<file path="src/awlm_pkg.sv">
// ----------------------------------------------------------------------------
// awlm_pkg
// Shared types and constants for the windowed audio level meter.
// ----------------------------------------------------------------------------
package awlm_pkg;

  localparam int unsigned WINDOW_COUNT_BITS_DEF = 16;
  localparam int unsigned PHASE_COUNT_BITS_DEF  = 24;
  localparam int unsigned SAMPLE_SHIFT_DEF      = 8;

  localparam int unsigned SAMPLE_W = 24;
  localparam int unsigned SUM_W    = 62;
  localparam int unsigned SMOOTH_W = 32;
  localparam int unsigned ALPHA_W  = 9;
  localparam int unsigned CFG_W    = 24;

  // input beat kinds
  localparam logic [1:0] KIND_SAMPLE = 2'd0;
  localparam logic [1:0] KIND_READ   = 2'd1;
  localparam logic [1:0] KIND_REPORT = 2'd2;
  localparam logic [1:0] KIND_PHASE  = 2'd3;

  // register indexes
  localparam logic CFG_CLIP  = 1'b0;
  localparam logic CFG_ALPHA = 1'b1;

  localparam logic [23:0] CLIP_RESET  = 24'd8380000;
  localparam logic [8:0]  ALPHA_RESET = 9'd77;

  // controller to datapath commands
  typedef struct packed {
    logic take_in;    // latch input beat
    logic do_sample;  // accumulate a sample
    logic do_read;    // count a read-done
    logic div_start;  // load divider
    logic div_step;   // one quotient bit
    logic sqrt_start; // load root unit
    logic sqrt_step;  // one root bit pair
    logic finish;     // smooth, merge, build record, clear
  } awlm_cmd_t;

  typedef struct packed {
    logic [1:0] kind;
    logic       div_last;
    logic       sqrt_last;
  } awlm_stat_t;

endpackage

</file>
<file path="src/awlm_ctrl.sv">
// ----------------------------------------------------------------------------
// awlm_ctrl
// Sequencer: accepts beats, runs divide and square root for reports, and
// hands the record to the output register.
// ----------------------------------------------------------------------------
module awlm_ctrl (
  input  logic                clk,
  input  logic                rst,
  input  logic                in_valid,
  output logic                in_ready,
  input  logic                out_valid,
  input  logic                out_ready,
  input  awlm_pkg::awlm_stat_t stat,
  output awlm_pkg::awlm_cmd_t  cmd
);

  typedef enum logic [4:0] {
    ST_IDLE  = 5'b00001,
    ST_DEC   = 5'b00010,
    ST_DIV   = 5'b00100,
    ST_SQRT  = 5'b01000,
    ST_FIN   = 5'b10000
  } state_t;

  state_t state, state_next;

  // the record register must be free before a new record is built
  assign in_ready = (state == ST_IDLE) && (!out_valid || out_ready);

  always_comb begin
    state_next = state;
    cmd = '0;
    unique case (state)
      ST_IDLE: begin
        if (in_valid && in_ready) begin
          cmd.take_in = 1'b1;
          state_next  = ST_DEC;
        end
      end
      ST_DEC: begin
        unique case (stat.kind)
          awlm_pkg::KIND_SAMPLE: begin
            cmd.do_sample = 1'b1;
            state_next    = ST_IDLE;
          end
          awlm_pkg::KIND_READ: begin
            cmd.do_read = 1'b1;
            state_next  = ST_IDLE;
          end
          default: begin
            cmd.div_start = 1'b1;
            state_next    = ST_DIV;
          end
        endcase
      end
      ST_DIV: begin
        cmd.div_step = 1'b1;
        if (stat.div_last) begin
          state_next = ST_SQRT;
        end
      end
      ST_SQRT: begin
        if (stat.sqrt_last) begin
          state_next = ST_FIN;
        end
        cmd.sqrt_step = 1'b1;
      end
      ST_FIN: begin
        cmd.finish = 1'b1;
        state_next = ST_IDLE;
      end
      default: state_next = ST_IDLE;
    endcase
    if (state == ST_DIV && stat.div_last) begin
      cmd.sqrt_start = 1'b1;
      cmd.div_step   = 1'b0;
    end
  end

  always_ff @(posedge clk) begin
    if (rst) begin
      state <= ST_IDLE;
    end else begin
      state <= state_next;
    end
  end

  a_onehot: assert property (@(posedge clk) disable iff (rst) $onehot(state))
    else $error("state not one-hot");
  a_fin_from_sqrt: assert property (@(posedge clk) disable iff (rst)
    state == ST_FIN |-> $past(state) == ST_SQRT)
    else $error("finish without root");
  a_no_take_busy: assert property (@(posedge clk) disable iff (rst)
    cmd.take_in |-> $past(state) != ST_DIV || $past(rst))
    else $error("beat taken while busy");

endmodule

</file>
<file path="src/awlm_datapath.sv">
// ----------------------------------------------------------------------------
// awlm_datapath
// Window and phase statistics, restoring divider, bitwise square root,
// smoothing and the output record register.
// ----------------------------------------------------------------------------
module awlm_datapath #(
  parameter int unsigned WINDOW_COUNT_BITS = awlm_pkg::WINDOW_COUNT_BITS_DEF,
  parameter int unsigned PHASE_COUNT_BITS  = awlm_pkg::PHASE_COUNT_BITS_DEF,
  parameter int unsigned SAMPLE_SHIFT      = awlm_pkg::SAMPLE_SHIFT_DEF
) (
  input  logic                clk,
  input  logic                rst,
  input  awlm_pkg::awlm_cmd_t  cmd,
  output awlm_pkg::awlm_stat_t stat,
  input  logic [1:0]          kind,
  input  logic signed [31:0]  raw_word,
  input  logic                read_failed,
  input  logic                cfg_we,
  input  logic                cfg_index,
  input  logic [23:0]         cfg_data,
  output logic                out_valid,
  input  logic                out_ready,
  output logic                record_kind,
  output logic [23:0]         sample_count,
  output logic signed [23:0]  raw_min,
  output logic signed [23:0]  raw_max,
  output logic [23:0]         peak,
  output logic [23:0]         rms_low,
  output logic [23:0]         rms_high,
  output logic [23:0]         zero_count,
  output logic [23:0]         clipped_count,
  output logic [23:0]         error_count,
  output logic [23:0]         read_count,
  output logic [23:0]         full_zero_reads
);

  localparam int unsigned WB = WINDOW_COUNT_BITS;
  localparam int unsigned PB = PHASE_COUNT_BITS;
  localparam int unsigned SW = awlm_pkg::SUM_W;
  localparam logic signed [23:0] S_MAX = 24'sh7FFFFF;
  localparam logic signed [23:0] S_MIN = -24'sh800000;
  localparam int unsigned SUM_STEPS = SW;     // divide steps
  localparam int unsigned RT_STEPS  = 31;     // root steps, 2 bits each
  localparam int unsigned CW = 6;

  // config
  logic [23:0] clip_th;
  logic [8:0]  alpha;
  always_ff @(posedge clk) begin
    if (rst) begin
      clip_th <= awlm_pkg::CLIP_RESET;
      alpha   <= awlm_pkg::ALPHA_RESET;
    end else if (cfg_we) begin
      if (cfg_index == awlm_pkg::CFG_CLIP) clip_th <= cfg_data;
      else alpha <= cfg_data[8:0];
    end
  end

  // latched beat
  logic [1:0]  k_q;
  logic signed [31:0] w_q;
  logic        f_q;
  always_ff @(posedge clk) begin
    if (cmd.take_in) begin
      k_q <= kind;
      w_q <= raw_word;
      f_q <= read_failed;
    end
  end

  // sample conditioning: floor shift, clamp
  logic signed [31:0] shifted;
  logic signed [23:0] s;
  logic [23:0] mag;
  logic [47:0] sq;
  assign shifted = w_q >>> SAMPLE_SHIFT;
  always_comb begin
    if (shifted > 32'(S_MAX)) s = S_MAX;
    else if (shifted < 32'(S_MIN)) s = S_MIN;
    else s = shifted[23:0];
    mag = s[23] ? 24'(-s) : s;
    sq = mag * mag;
  end

  // window state
  logic signed [23:0] w_min, w_max, p_min, p_max;
  logic [23:0] w_peak, p_peak, p_rmin, p_rmax;
  logic [SW-1:0] w_sum;
  logic [WB-1:0] w_n, w_z, w_c, w_e, w_r, w_fz;
  logic          all_zero;
  logic [PB-1:0] p_n, p_z, p_c, p_e, p_r, p_fz;
  logic [31:0]   smoothed;

  function automatic logic [WB-1:0] winc(input logic [WB-1:0] v);
    return (&v) ? v : v + 1'b1;
  endfunction
  function automatic logic [PB-1:0] padd(input logic [PB-1:0] a,
                                         input logic [WB-1:0] b);
    logic [PB:0] t;
    t = {1'b0, a} + (PB+1)'(b);
    return t[PB] ? {PB{1'b1}} : t[PB-1:0];
  endfunction
  function automatic logic [23:0] o24(input logic [PB-1:0] v);
    return (PB > 24 && (v >> 24) != 0) ? 24'hFFFFFF : 24'(v);
  endfunction
  function automatic logic [23:0] ow24(input logic [WB-1:0] v);
    return 24'(v);
  endfunction

  // restoring divider: sum / samples
  logic [SW-1:0] q_rem_num;
  logic [WB:0]   rem;
  logic [CW-1:0] cnt;
  logic [SW-1:0] quo;
  logic [WB+1:0] rem_sh, rem_sub;
  always_comb begin
    rem_sh  = {rem, q_rem_num[SW-1]};
    rem_sub = rem_sh - (WB+2)'(w_n);
  end

  // square root of quotient, two bits a step
  logic [SW-1:0] rx;
  logic [31:0]   rroot;
  logic [33:0]   racc;
  logic [33:0]   rtrial, racc_sh;
  always_comb begin
    racc_sh = {racc[31:0], rx[SW-1:SW-2]};
    rtrial  = racc_sh - {rroot, 2'b01};
  end
  // an empty window has RMS 0 (the divider result is meaningless then)
  logic has;
  assign has = (w_n != 0);
  logic [23:0] rms;
  assign rms = has ? 24'(rroot) : 24'd0;

  assign stat.kind      = k_q;
  assign stat.div_last  = (cnt == CW'(SUM_STEPS - 1));
  assign stat.sqrt_last = (cnt == CW'(RT_STEPS - 1));

  always_ff @(posedge clk) begin
    if (cmd.div_start) begin
      q_rem_num <= w_sum;
      rem <= '0;
      cnt <= '0;
    end else if (cmd.div_step) begin
      cnt <= cnt + 1'b1;
      q_rem_num <= {q_rem_num[SW-2:0], 1'b0};
      if (!rem_sub[WB+1]) begin
        rem <= rem_sub[WB:0];
        quo <= {quo[SW-2:0], 1'b1};
      end else begin
        rem <= rem_sh[WB:0];
        quo <= {quo[SW-2:0], 1'b0};
      end
    end else if (cmd.sqrt_start) begin
      cnt   <= '0;
      racc  <= '0;
      rroot <= '0;
      rx    <= {quo[SW-2:0], !rem_sub[WB+1]};
    end else if (cmd.sqrt_step) begin
      cnt <= cnt + 1'b1;
      rx  <= {rx[SW-3:0], 2'b00};
      if (!rtrial[33]) begin
        racc  <= rtrial;
        rroot <= {rroot[30:0], 1'b1};
      end else begin
        racc  <= racc_sh;
        rroot <= {rroot[30:0], 1'b0};
      end
    end
  end

  // smoothing step
  logic [8:0]  a_eff;
  logic signed [33:0] diff;
  logic signed [43:0] prod;
  logic [43:0] pabs;
  logic signed [35:0] qstep;
  assign a_eff = (alpha > 9'd256) ? 9'd256 : alpha;
  always_comb begin
    diff  = (has ? $signed({2'b00, rms, 8'b0}) : 34'sd0) - $signed({2'b00, smoothed});
    prod  = diff * $signed({1'b0, a_eff});
    pabs  = prod[43] ? 44'(-prod) : 44'(prod);
    qstep = prod[43] ? -$signed({1'b0, 35'(pabs >> 8)}) : $signed({1'b0, 35'(pabs >> 8)});
  end

  // merged phase values
  logic merge;
  logic signed [23:0] m_min, m_max;
  logic [23:0] m_peak, m_rmin, m_rmax;
  logic [PB-1:0] m_n, m_z, m_c, m_e, m_r, m_fz;
  always_comb begin
    merge = (w_n != 0) || (w_e != 0);
    m_min = p_min; m_max = p_max; m_peak = p_peak; m_rmin = p_rmin; m_rmax = p_rmax;
    m_n = p_n; m_z = p_z; m_c = p_c; m_e = p_e; m_r = p_r; m_fz = p_fz;
    if (merge) begin
      if (w_min < p_min) m_min = w_min;
      if (w_max > p_max) m_max = w_max;
      if (w_peak > p_peak) m_peak = w_peak;
      if (has) begin
        if (rms < p_rmin) m_rmin = rms;
        if (rms > p_rmax) m_rmax = rms;
      end
      m_n = padd(p_n, w_n); m_z = padd(p_z, w_z); m_c = padd(p_c, w_c);
      m_e = padd(p_e, w_e); m_r = padd(p_r, w_r); m_fz = padd(p_fz, w_fz);
    end
  end

  logic [31:0] sm_new;
  assign sm_new = smoothed + 32'(qstep);
  logic clr_win, clr_ph;
  assign clr_win = cmd.finish;
  assign clr_ph  = cmd.finish && (k_q == awlm_pkg::KIND_PHASE);

  // window registers
  always_ff @(posedge clk) begin
    if (rst || clr_win) begin
      w_min <= S_MAX; w_max <= S_MIN; w_peak <= '0; w_sum <= '0;
      w_n <= '0; w_z <= '0; w_c <= '0; w_e <= '0; w_r <= '0; w_fz <= '0;
      all_zero <= 1'b1;
    end else if (cmd.do_sample) begin
      if (s < w_min) w_min <= s;
      if (s > w_max) w_max <= s;
      if (mag > w_peak) w_peak <= mag;
      w_sum <= (w_sum > {SW{1'b1}} - SW'(sq)) ? {SW{1'b1}} : w_sum + SW'(sq);
      if (s == 0) w_z <= winc(w_z);
      else all_zero <= 1'b0;
      if (mag >= clip_th) w_c <= winc(w_c);
      w_n <= winc(w_n);
    end else if (cmd.do_read) begin
      w_r <= winc(w_r);
      if (f_q) w_e <= winc(w_e);
      else if (all_zero) w_fz <= winc(w_fz);
      all_zero <= 1'b1;
    end
  end

  // phase registers and smoothing
  always_ff @(posedge clk) begin
    if (rst) smoothed <= '0;
    else if (cmd.finish && k_q == awlm_pkg::KIND_REPORT) smoothed <= sm_new;
  end
  always_ff @(posedge clk) begin
    if (rst || clr_ph) begin
      p_min <= S_MAX; p_max <= S_MIN; p_peak <= '0; p_rmin <= 24'hFFFFFF; p_rmax <= '0;
      p_n <= '0; p_z <= '0; p_c <= '0; p_e <= '0; p_r <= '0; p_fz <= '0;
    end else if (cmd.finish) begin
      p_min <= m_min; p_max <= m_max; p_peak <= m_peak; p_rmin <= m_rmin; p_rmax <= m_rmax;
      p_n <= m_n; p_z <= m_z; p_c <= m_c; p_e <= m_e; p_r <= m_r; p_fz <= m_fz;
    end
  end

  // output record register
  always_ff @(posedge clk) begin
    if (rst) out_valid <= 1'b0;
    else if (cmd.finish) out_valid <= 1'b1;
    else if (out_ready) out_valid <= 1'b0;
  end
  always_ff @(posedge clk) begin
    if (cmd.finish) begin
      if (k_q == awlm_pkg::KIND_REPORT) begin
        record_kind <= 1'b0;
        sample_count <= ow24(w_n);
        raw_min <= has ? w_min : '0;
        raw_max <= has ? w_max : '0;
        peak <= w_peak; rms_low <= rms; rms_high <= sm_new[31:8];
        zero_count <= ow24(w_z); clipped_count <= ow24(w_c);
        error_count <= ow24(w_e); read_count <= ow24(w_r);
        full_zero_reads <= ow24(w_fz);
      end else begin
        record_kind <= 1'b1;
        sample_count <= o24(m_n);
        raw_min <= m_min; raw_max <= m_max; peak <= m_peak;
        rms_low <= (m_rmin == 24'hFFFFFF) ? '0 : m_rmin;
        rms_high <= m_rmax;
        zero_count <= o24(m_z); clipped_count <= o24(m_c);
        error_count <= o24(m_e); read_count <= o24(m_r);
        full_zero_reads <= o24(m_fz);
      end
    end
  end

  a_root_bound: assert property (@(posedge clk) disable iff (rst)
    cmd.finish && has |-> rroot[31:24] == 8'd0)
    else $error("root out of range");
  a_clear_after_finish: assert property (@(posedge clk) disable iff (rst)
    $past(cmd.finish) && !$past(rst) |-> w_n == '0 && all_zero)
    else $error("window not cleared");
  a_no_overwrite: assert property (@(posedge clk) disable iff (rst)
    cmd.finish |-> !out_valid || out_ready || $past(out_ready))
    else $error("record overwritten");

endmodule

</file>
<file path="src/audio_window_level_meter.sv">
// ----------------------------------------------------------------------------
// audio_window_level_meter
// Windowed level meter: min, max, peak, RMS, smoothed RMS and event counts.
// ----------------------------------------------------------------------------
// Input beats (valid/ready) carry kind, raw_word and read_failed. A sample or
// read-done beat gives no record. A report or phase-end beat gives one
// record on the output channel (valid/ready): the beat is decoded, the sum
// of squares is divided by the sample count in a restoring divider (the last
// quotient bit goes straight into the root unit), the bitwise square root is
// taken, and a final step merges into the phase totals, smooths the RMS for
// a report and loads the record register. The divider and root unit limit
// how often reports can be made. One beat is in flight at a time. in_ready
// is low while a beat is worked and while a record waits in the output
// register; a stalled receiver thus holds off new beats but no record is
// lost. Configuration writes (cfg_we/cfg_index/cfg_data) take effect at once
// and must be made while idle; the block itself does not enforce this.
// Reset clears all statistics, the smoothed RMS and restores the clip
// threshold (8380000) and smoothing factor (77/256).
// ----------------------------------------------------------------------------
module audio_window_level_meter #(
  parameter int unsigned WINDOW_COUNT_BITS = awlm_pkg::WINDOW_COUNT_BITS_DEF,
  parameter int unsigned PHASE_COUNT_BITS  = awlm_pkg::PHASE_COUNT_BITS_DEF,
  parameter int unsigned SAMPLE_SHIFT      = awlm_pkg::SAMPLE_SHIFT_DEF
) (
  input  logic               clk,
  input  logic               rst,
  input  logic               in_valid,
  output logic               in_ready,
  input  logic [1:0]         kind,
  input  logic signed [31:0] raw_word,
  input  logic               read_failed,
  input  logic               cfg_we,
  input  logic               cfg_index,
  input  logic [23:0]        cfg_data,
  output logic               out_valid,
  input  logic               out_ready,
  output logic               record_kind,
  output logic [23:0]        sample_count,
  output logic signed [23:0] raw_min,
  output logic signed [23:0] raw_max,
  output logic [23:0]        peak,
  output logic [23:0]        rms_low,
  output logic [23:0]        rms_high,
  output logic [23:0]        zero_count,
  output logic [23:0]        clipped_count,
  output logic [23:0]        error_count,
  output logic [23:0]        read_count,
  output logic [23:0]        full_zero_reads
);

  awlm_pkg::awlm_cmd_t  cmd;
  awlm_pkg::awlm_stat_t stat;

  awlm_ctrl u_ctrl (
    .clk, .rst, .in_valid, .in_ready, .out_valid, .out_ready, .stat, .cmd
  );

  awlm_datapath #(
    .WINDOW_COUNT_BITS(WINDOW_COUNT_BITS),
    .PHASE_COUNT_BITS (PHASE_COUNT_BITS),
    .SAMPLE_SHIFT     (SAMPLE_SHIFT)
  ) u_dp (
    .clk, .rst, .cmd, .stat, .kind, .raw_word, .read_failed,
    .cfg_we, .cfg_index, .cfg_data, .out_valid, .out_ready,
    .record_kind, .sample_count, .raw_min, .raw_max, .peak, .rms_low,
    .rms_high, .zero_count, .clipped_count, .error_count, .read_count,
    .full_zero_reads
  );

endmodule
</file>
<file path="config.mk">
export PLATFORM = sky130hd
export DESIGN_NAME = audio_window_level_meter
export DESIGN_NICKNAME = d
export VERILOG_FILES = /design/src/awlm_pkg.sv /design/src/awlm_ctrl.sv /design/src/awlm_datapath.sv /design/src/audio_window_level_meter.sv
export SDC_FILE = /design/constraint.sdc
export NUM_CORES = 2
export LEC_CHECK = 0
export ABC_AREA = 1
export BUFFER_PORTS_ARGS = -buffer_cell sky130_fd_sc_hd__buf_4
export CORE_MARGIN = 5
export CORE_UTILIZATION = 30
export CTS_BUF_LIST = sky130_fd_sc_hd__clkbuf_4 sky130_fd_sc_hd__clkbuf_8
export CTS_CLUSTER_SIZE = 8
export DETAILED_ROUTE_END_ITERATION = 10
export PLACE_DENSITY_LB_ADDON = 0.05
export SETUP_SLACK_MARGIN = 0.05
export SLEW_MARGIN = 30
export SYNTH_ARGS = -nofsm -noshare
export SYNTH_HDL_FRONTEND = slang
export SYNTH_SLANG_ARGS = --single-unit
</file>
<file path="constraint.sdc">
create_clock -name clk -period 33.3 [get_ports clk]
set_input_delay 3.33 -clock clk [delete_from_list [all_inputs] [get_ports clk]]
set_output_delay 3.33 -clock clk [all_outputs]
set_load 0.005 [all_outputs]
</file>
==> results.tsv <==
metric	value	unit
outcome	finished clean	
synth_mux_area_frac	0	
crit_arrival	16.12	ns
globalplace.congestion	0.8631	
antenna_found_initial	13	
drt_wl_total	318300	um
setup_viol	0	
slowest_delay	0.76	ns
fin_skew	0.1274	ns
num_vias	79210	
grt_pass1_wl	485500	um
cts_tree	yes	
num-nets-final	13760	
avgSynthCellArea	7.811	um2
syn_area	93680	um2
cp_slowest_cell	o21ai_0	
reg2reg_slack	18.02	ns
critPathCaptureType	register	
synthArstFlopShare	0	
finalCriticalPeriod	15.28	ns
synth_flop_cell	dfxtp_1	
cts_setup_buffers	0	
min_from	u_dp.quo[27]$_DFFE_PP_	
ctsResizeCount	0	
hold_buffers	0	
dieArea	323500	um2
drive_gt1_frac	0.08283	
timing.rr.end	u_dp.smoothed[22]$_SDFFE_PP0P_	
ys_types	75	
clkLatencyLatePin	1.00	ns
ys_ff_latch	1130	
synth_edf_count	541	
yosys.area_share.simple	0.1909	
worstSetupPathType	register to register	
htree_levels	4	
grt_max_degree	198	
maxSlewViolCount	0	
syn_to_final_growth	12.90	%
port_buffers	323	
synth_adder_area_share	0.2432	
drc	0	
dp_hpwl	244300	um
synth-xor-area-share	0.02813	
hp-class	register to register	
ys_warn_count	0	
final_antenna_net_count	0	
reg2reg_from	u_dp.w_n[1]$_SDFFE_PP0P_	
wl_per_cell	19.16	um
dpl_cell_area	101000	um2
hold_depth	0	
die_h	568.8	um
clk_path_buf_depth	4	
synth_compound_area_frac	0.1336	
dieWidth	568.8	um
synth_cells	11990	
placementRows	205	
slew_headroom	0.3347	
maxCapViolations	0	
start_util	0.3008	
cp.required	34.13	ns
tns	0	ns
critPathLaunchType	register	
drtIter0Drc	4940	
grt_pass1_vias	79280	
overflow	0	
fin_cells	16610	
worst_r2r_path_depth	59	
design_area	105800	um2
tightestPinTransition	0.9980	ns
clock_sinks	1130	
synth_top_family_by_area	adder cells	
finalCritPeriodShare	0.4589	
min_to	u_dp.quo[28]$_DFFE_PP_	
final-hold-violation-count	0	
timing.critical_path.fanout_max	68	
rsz0062_at_grt	false	
path_clk_slew	0.06	ns
pin_count	332	
cts_made_buffers	222	
coreArea	311400	um2
grtUsageTotal	0.1918	
ys_seq_area_frac	0.2993	
cts_root_buf	clkbuf_8	
dp_cells	16200	
fmax	65.44	MHz
viasPerCell	4.768	
first_pass_iters	5	
registers in the layout (all words and copies together), names as in the netlist, 32 cells and up:
register and cells:
u_dp.smoothed 32, u_dp.w_sum 62, u_dp.q_rem_num 62, u_dp.racc 32, u_dp.quo 61, u_dp.rroot 32, u_dp.rx 62
metrics by stage:
step                  util  hold WS, ns  worst slack [ns]
floorplan                -       0.4264             22.55
global route        0.3396       0.3330             16.93
detailed placement  0.3244       0.4324             17.96
finish              0.3396       0.3478             18.02
CTS                 0.3395       0.3187             17.96
global placement    0.3241       0.4305             17.97
layout by cell type (no fill, tap or decap), types with 102 or more instances in the layout:
| cell | n |
|---|---|
| buf_4 | 448 |
| o21ai_0 | 803 |
| clkbuf_8 | 242 |
| ha_1 | 741 |
| a21oi_1 | 811 |
| xnor2_1 | 116 |
| edfxtp_1 | 541 |
| nand3_1 | 416 |
| xor2_1 | 181 |
| nor2_1 | 925 |
| o22ai_1 | 102 |
| inv_1 | 2151 |
| nand2_1 | 2568 |
| dfxtp_1 | 589 |
| fa_1 | 675 |
| o211ai_1 | 175 |
cells by family after synthesis:
| logic type | count (synthesis) |
|---|---|
| xor+xnor | 300 |
| simple gates | 4323 |
| buf+inv | 2600 |
| other cells | 2 |
| flops | 1130 |
| compound gates | 2222 |
| fa+ha+maj | 1416 |
metal layers:
metal | GRT usage | part of all wire | vias to the layer above
li1 | - | - | 39350
met1 | 0.2729 | 0.49 | 38050
met2 | 0.3150 | 0.46 | 1450
met3 | 0.02014 | 0.036 | 356
met4 | 0.04019 | 0.021 | 2
met5 | 0 | 0.000035 | -
synth_stat cells, drive strengths merged, types with 3 or more instances:
cell	instances	area share
nand2	2613	0.11
inv	2184	0.088
nor2	967	0.041
o21ai	826	0.044
a21oi	812	0.043
ha	741	0.099
fa	675	0.14
dfxtp	589	0.13
edfxtp	541	0.17
nand3	433	0.024
clkbuf	344	0.014
xor2	183	0.017
o211ai	175	0.014
xnor2	117	0.011
nor3	109	0.0063
o22ai	102	0.0068
nand4	79	0.0053
buf	61	0.0030
a31oi	56	0.0037
o221ai	50	0.0047
or2	43	0.0029
a211oi	41	0.0033
nor4	38	0.0027
a21boi	34	0.0027
a21o	26	0.0021
o21a	22	0.0018
nand3b	19	0.0015
a221oi	13	0.0012
o21bai	13	0.0010
clkinv	11	0.00044
o31ai	10	0.00080
a22oi	9	0.00072
nor3b	9	0.00083
a31o	6	0.00056
a2111oi	5	0.00048
and3	5	0.00033
o2bb2ai	5	0.00047
o311ai	4	0.00037
and2	3	0.00020
or4	3	0.00024
worst max-delay path: cells and delay by family, from the launching register on:
kind / cells / cell delay (ns)
AOI/OAI and AO/OA: 16 / 4.88
xor gates and xnor gates: 1 / 0.32
adders and majority gates: 10 / 4.27
buffers and inverters: 10 / 2.22
DFF: 1 / 0.39
and+or+nand+nor: 22 / 3.10
worst max-delay path by stage:
stage	start	to	slack, ns	depth (start not counted)
6_report	u_dp.w_n[1]$_SDFFE_PP0P_	u_dp.smoothed[22]$_SDFFE_PP0P_	18.02	59
5_1_grt	u_dp.w_n[1]$_SDFFE_PP0P_	u_dp.rms_high[23]$_DFFE_PP_	16.93	68
4_1_cts	u_dp.w_n[1]$_SDFFE_PP0P_	u_dp.smoothed[22]$_SDFFE_PP0P_	17.96	59
3_5_place_dp	u_dp.w_n[1]$_SDFFE_PP0P_	u_dp.rms_high[23]$_DFFE_PP_	17.96	66
3_3_place_gp	u_dp.w_n[1]$_SDFFE_PP0P_	u_dp.rms_high[23]$_DFFE_PP_	17.97	66
2_1_floorplan	u_dp.w_n[1]$_SDFFE_PP0P_	u_dp.rms_high[21]$_DFFE_PP_	22.55	62
cell type report:
type,instances,area [um2]
Antenna cell,2,5.005
Clock buffer,310,3841
Clock inverter,102,865.8
Fill cell,33190,205600
Inverter,2195,8258
Multi-Input combinational cell,8279,56060
Sequential cell,1130,28040
Tap cell,4140,5180
Timing Repair Buffer,455,3510
Power is not shown: default switching activity piles up to over one toggle a cycle in this logic, so the estimate is an artifact.
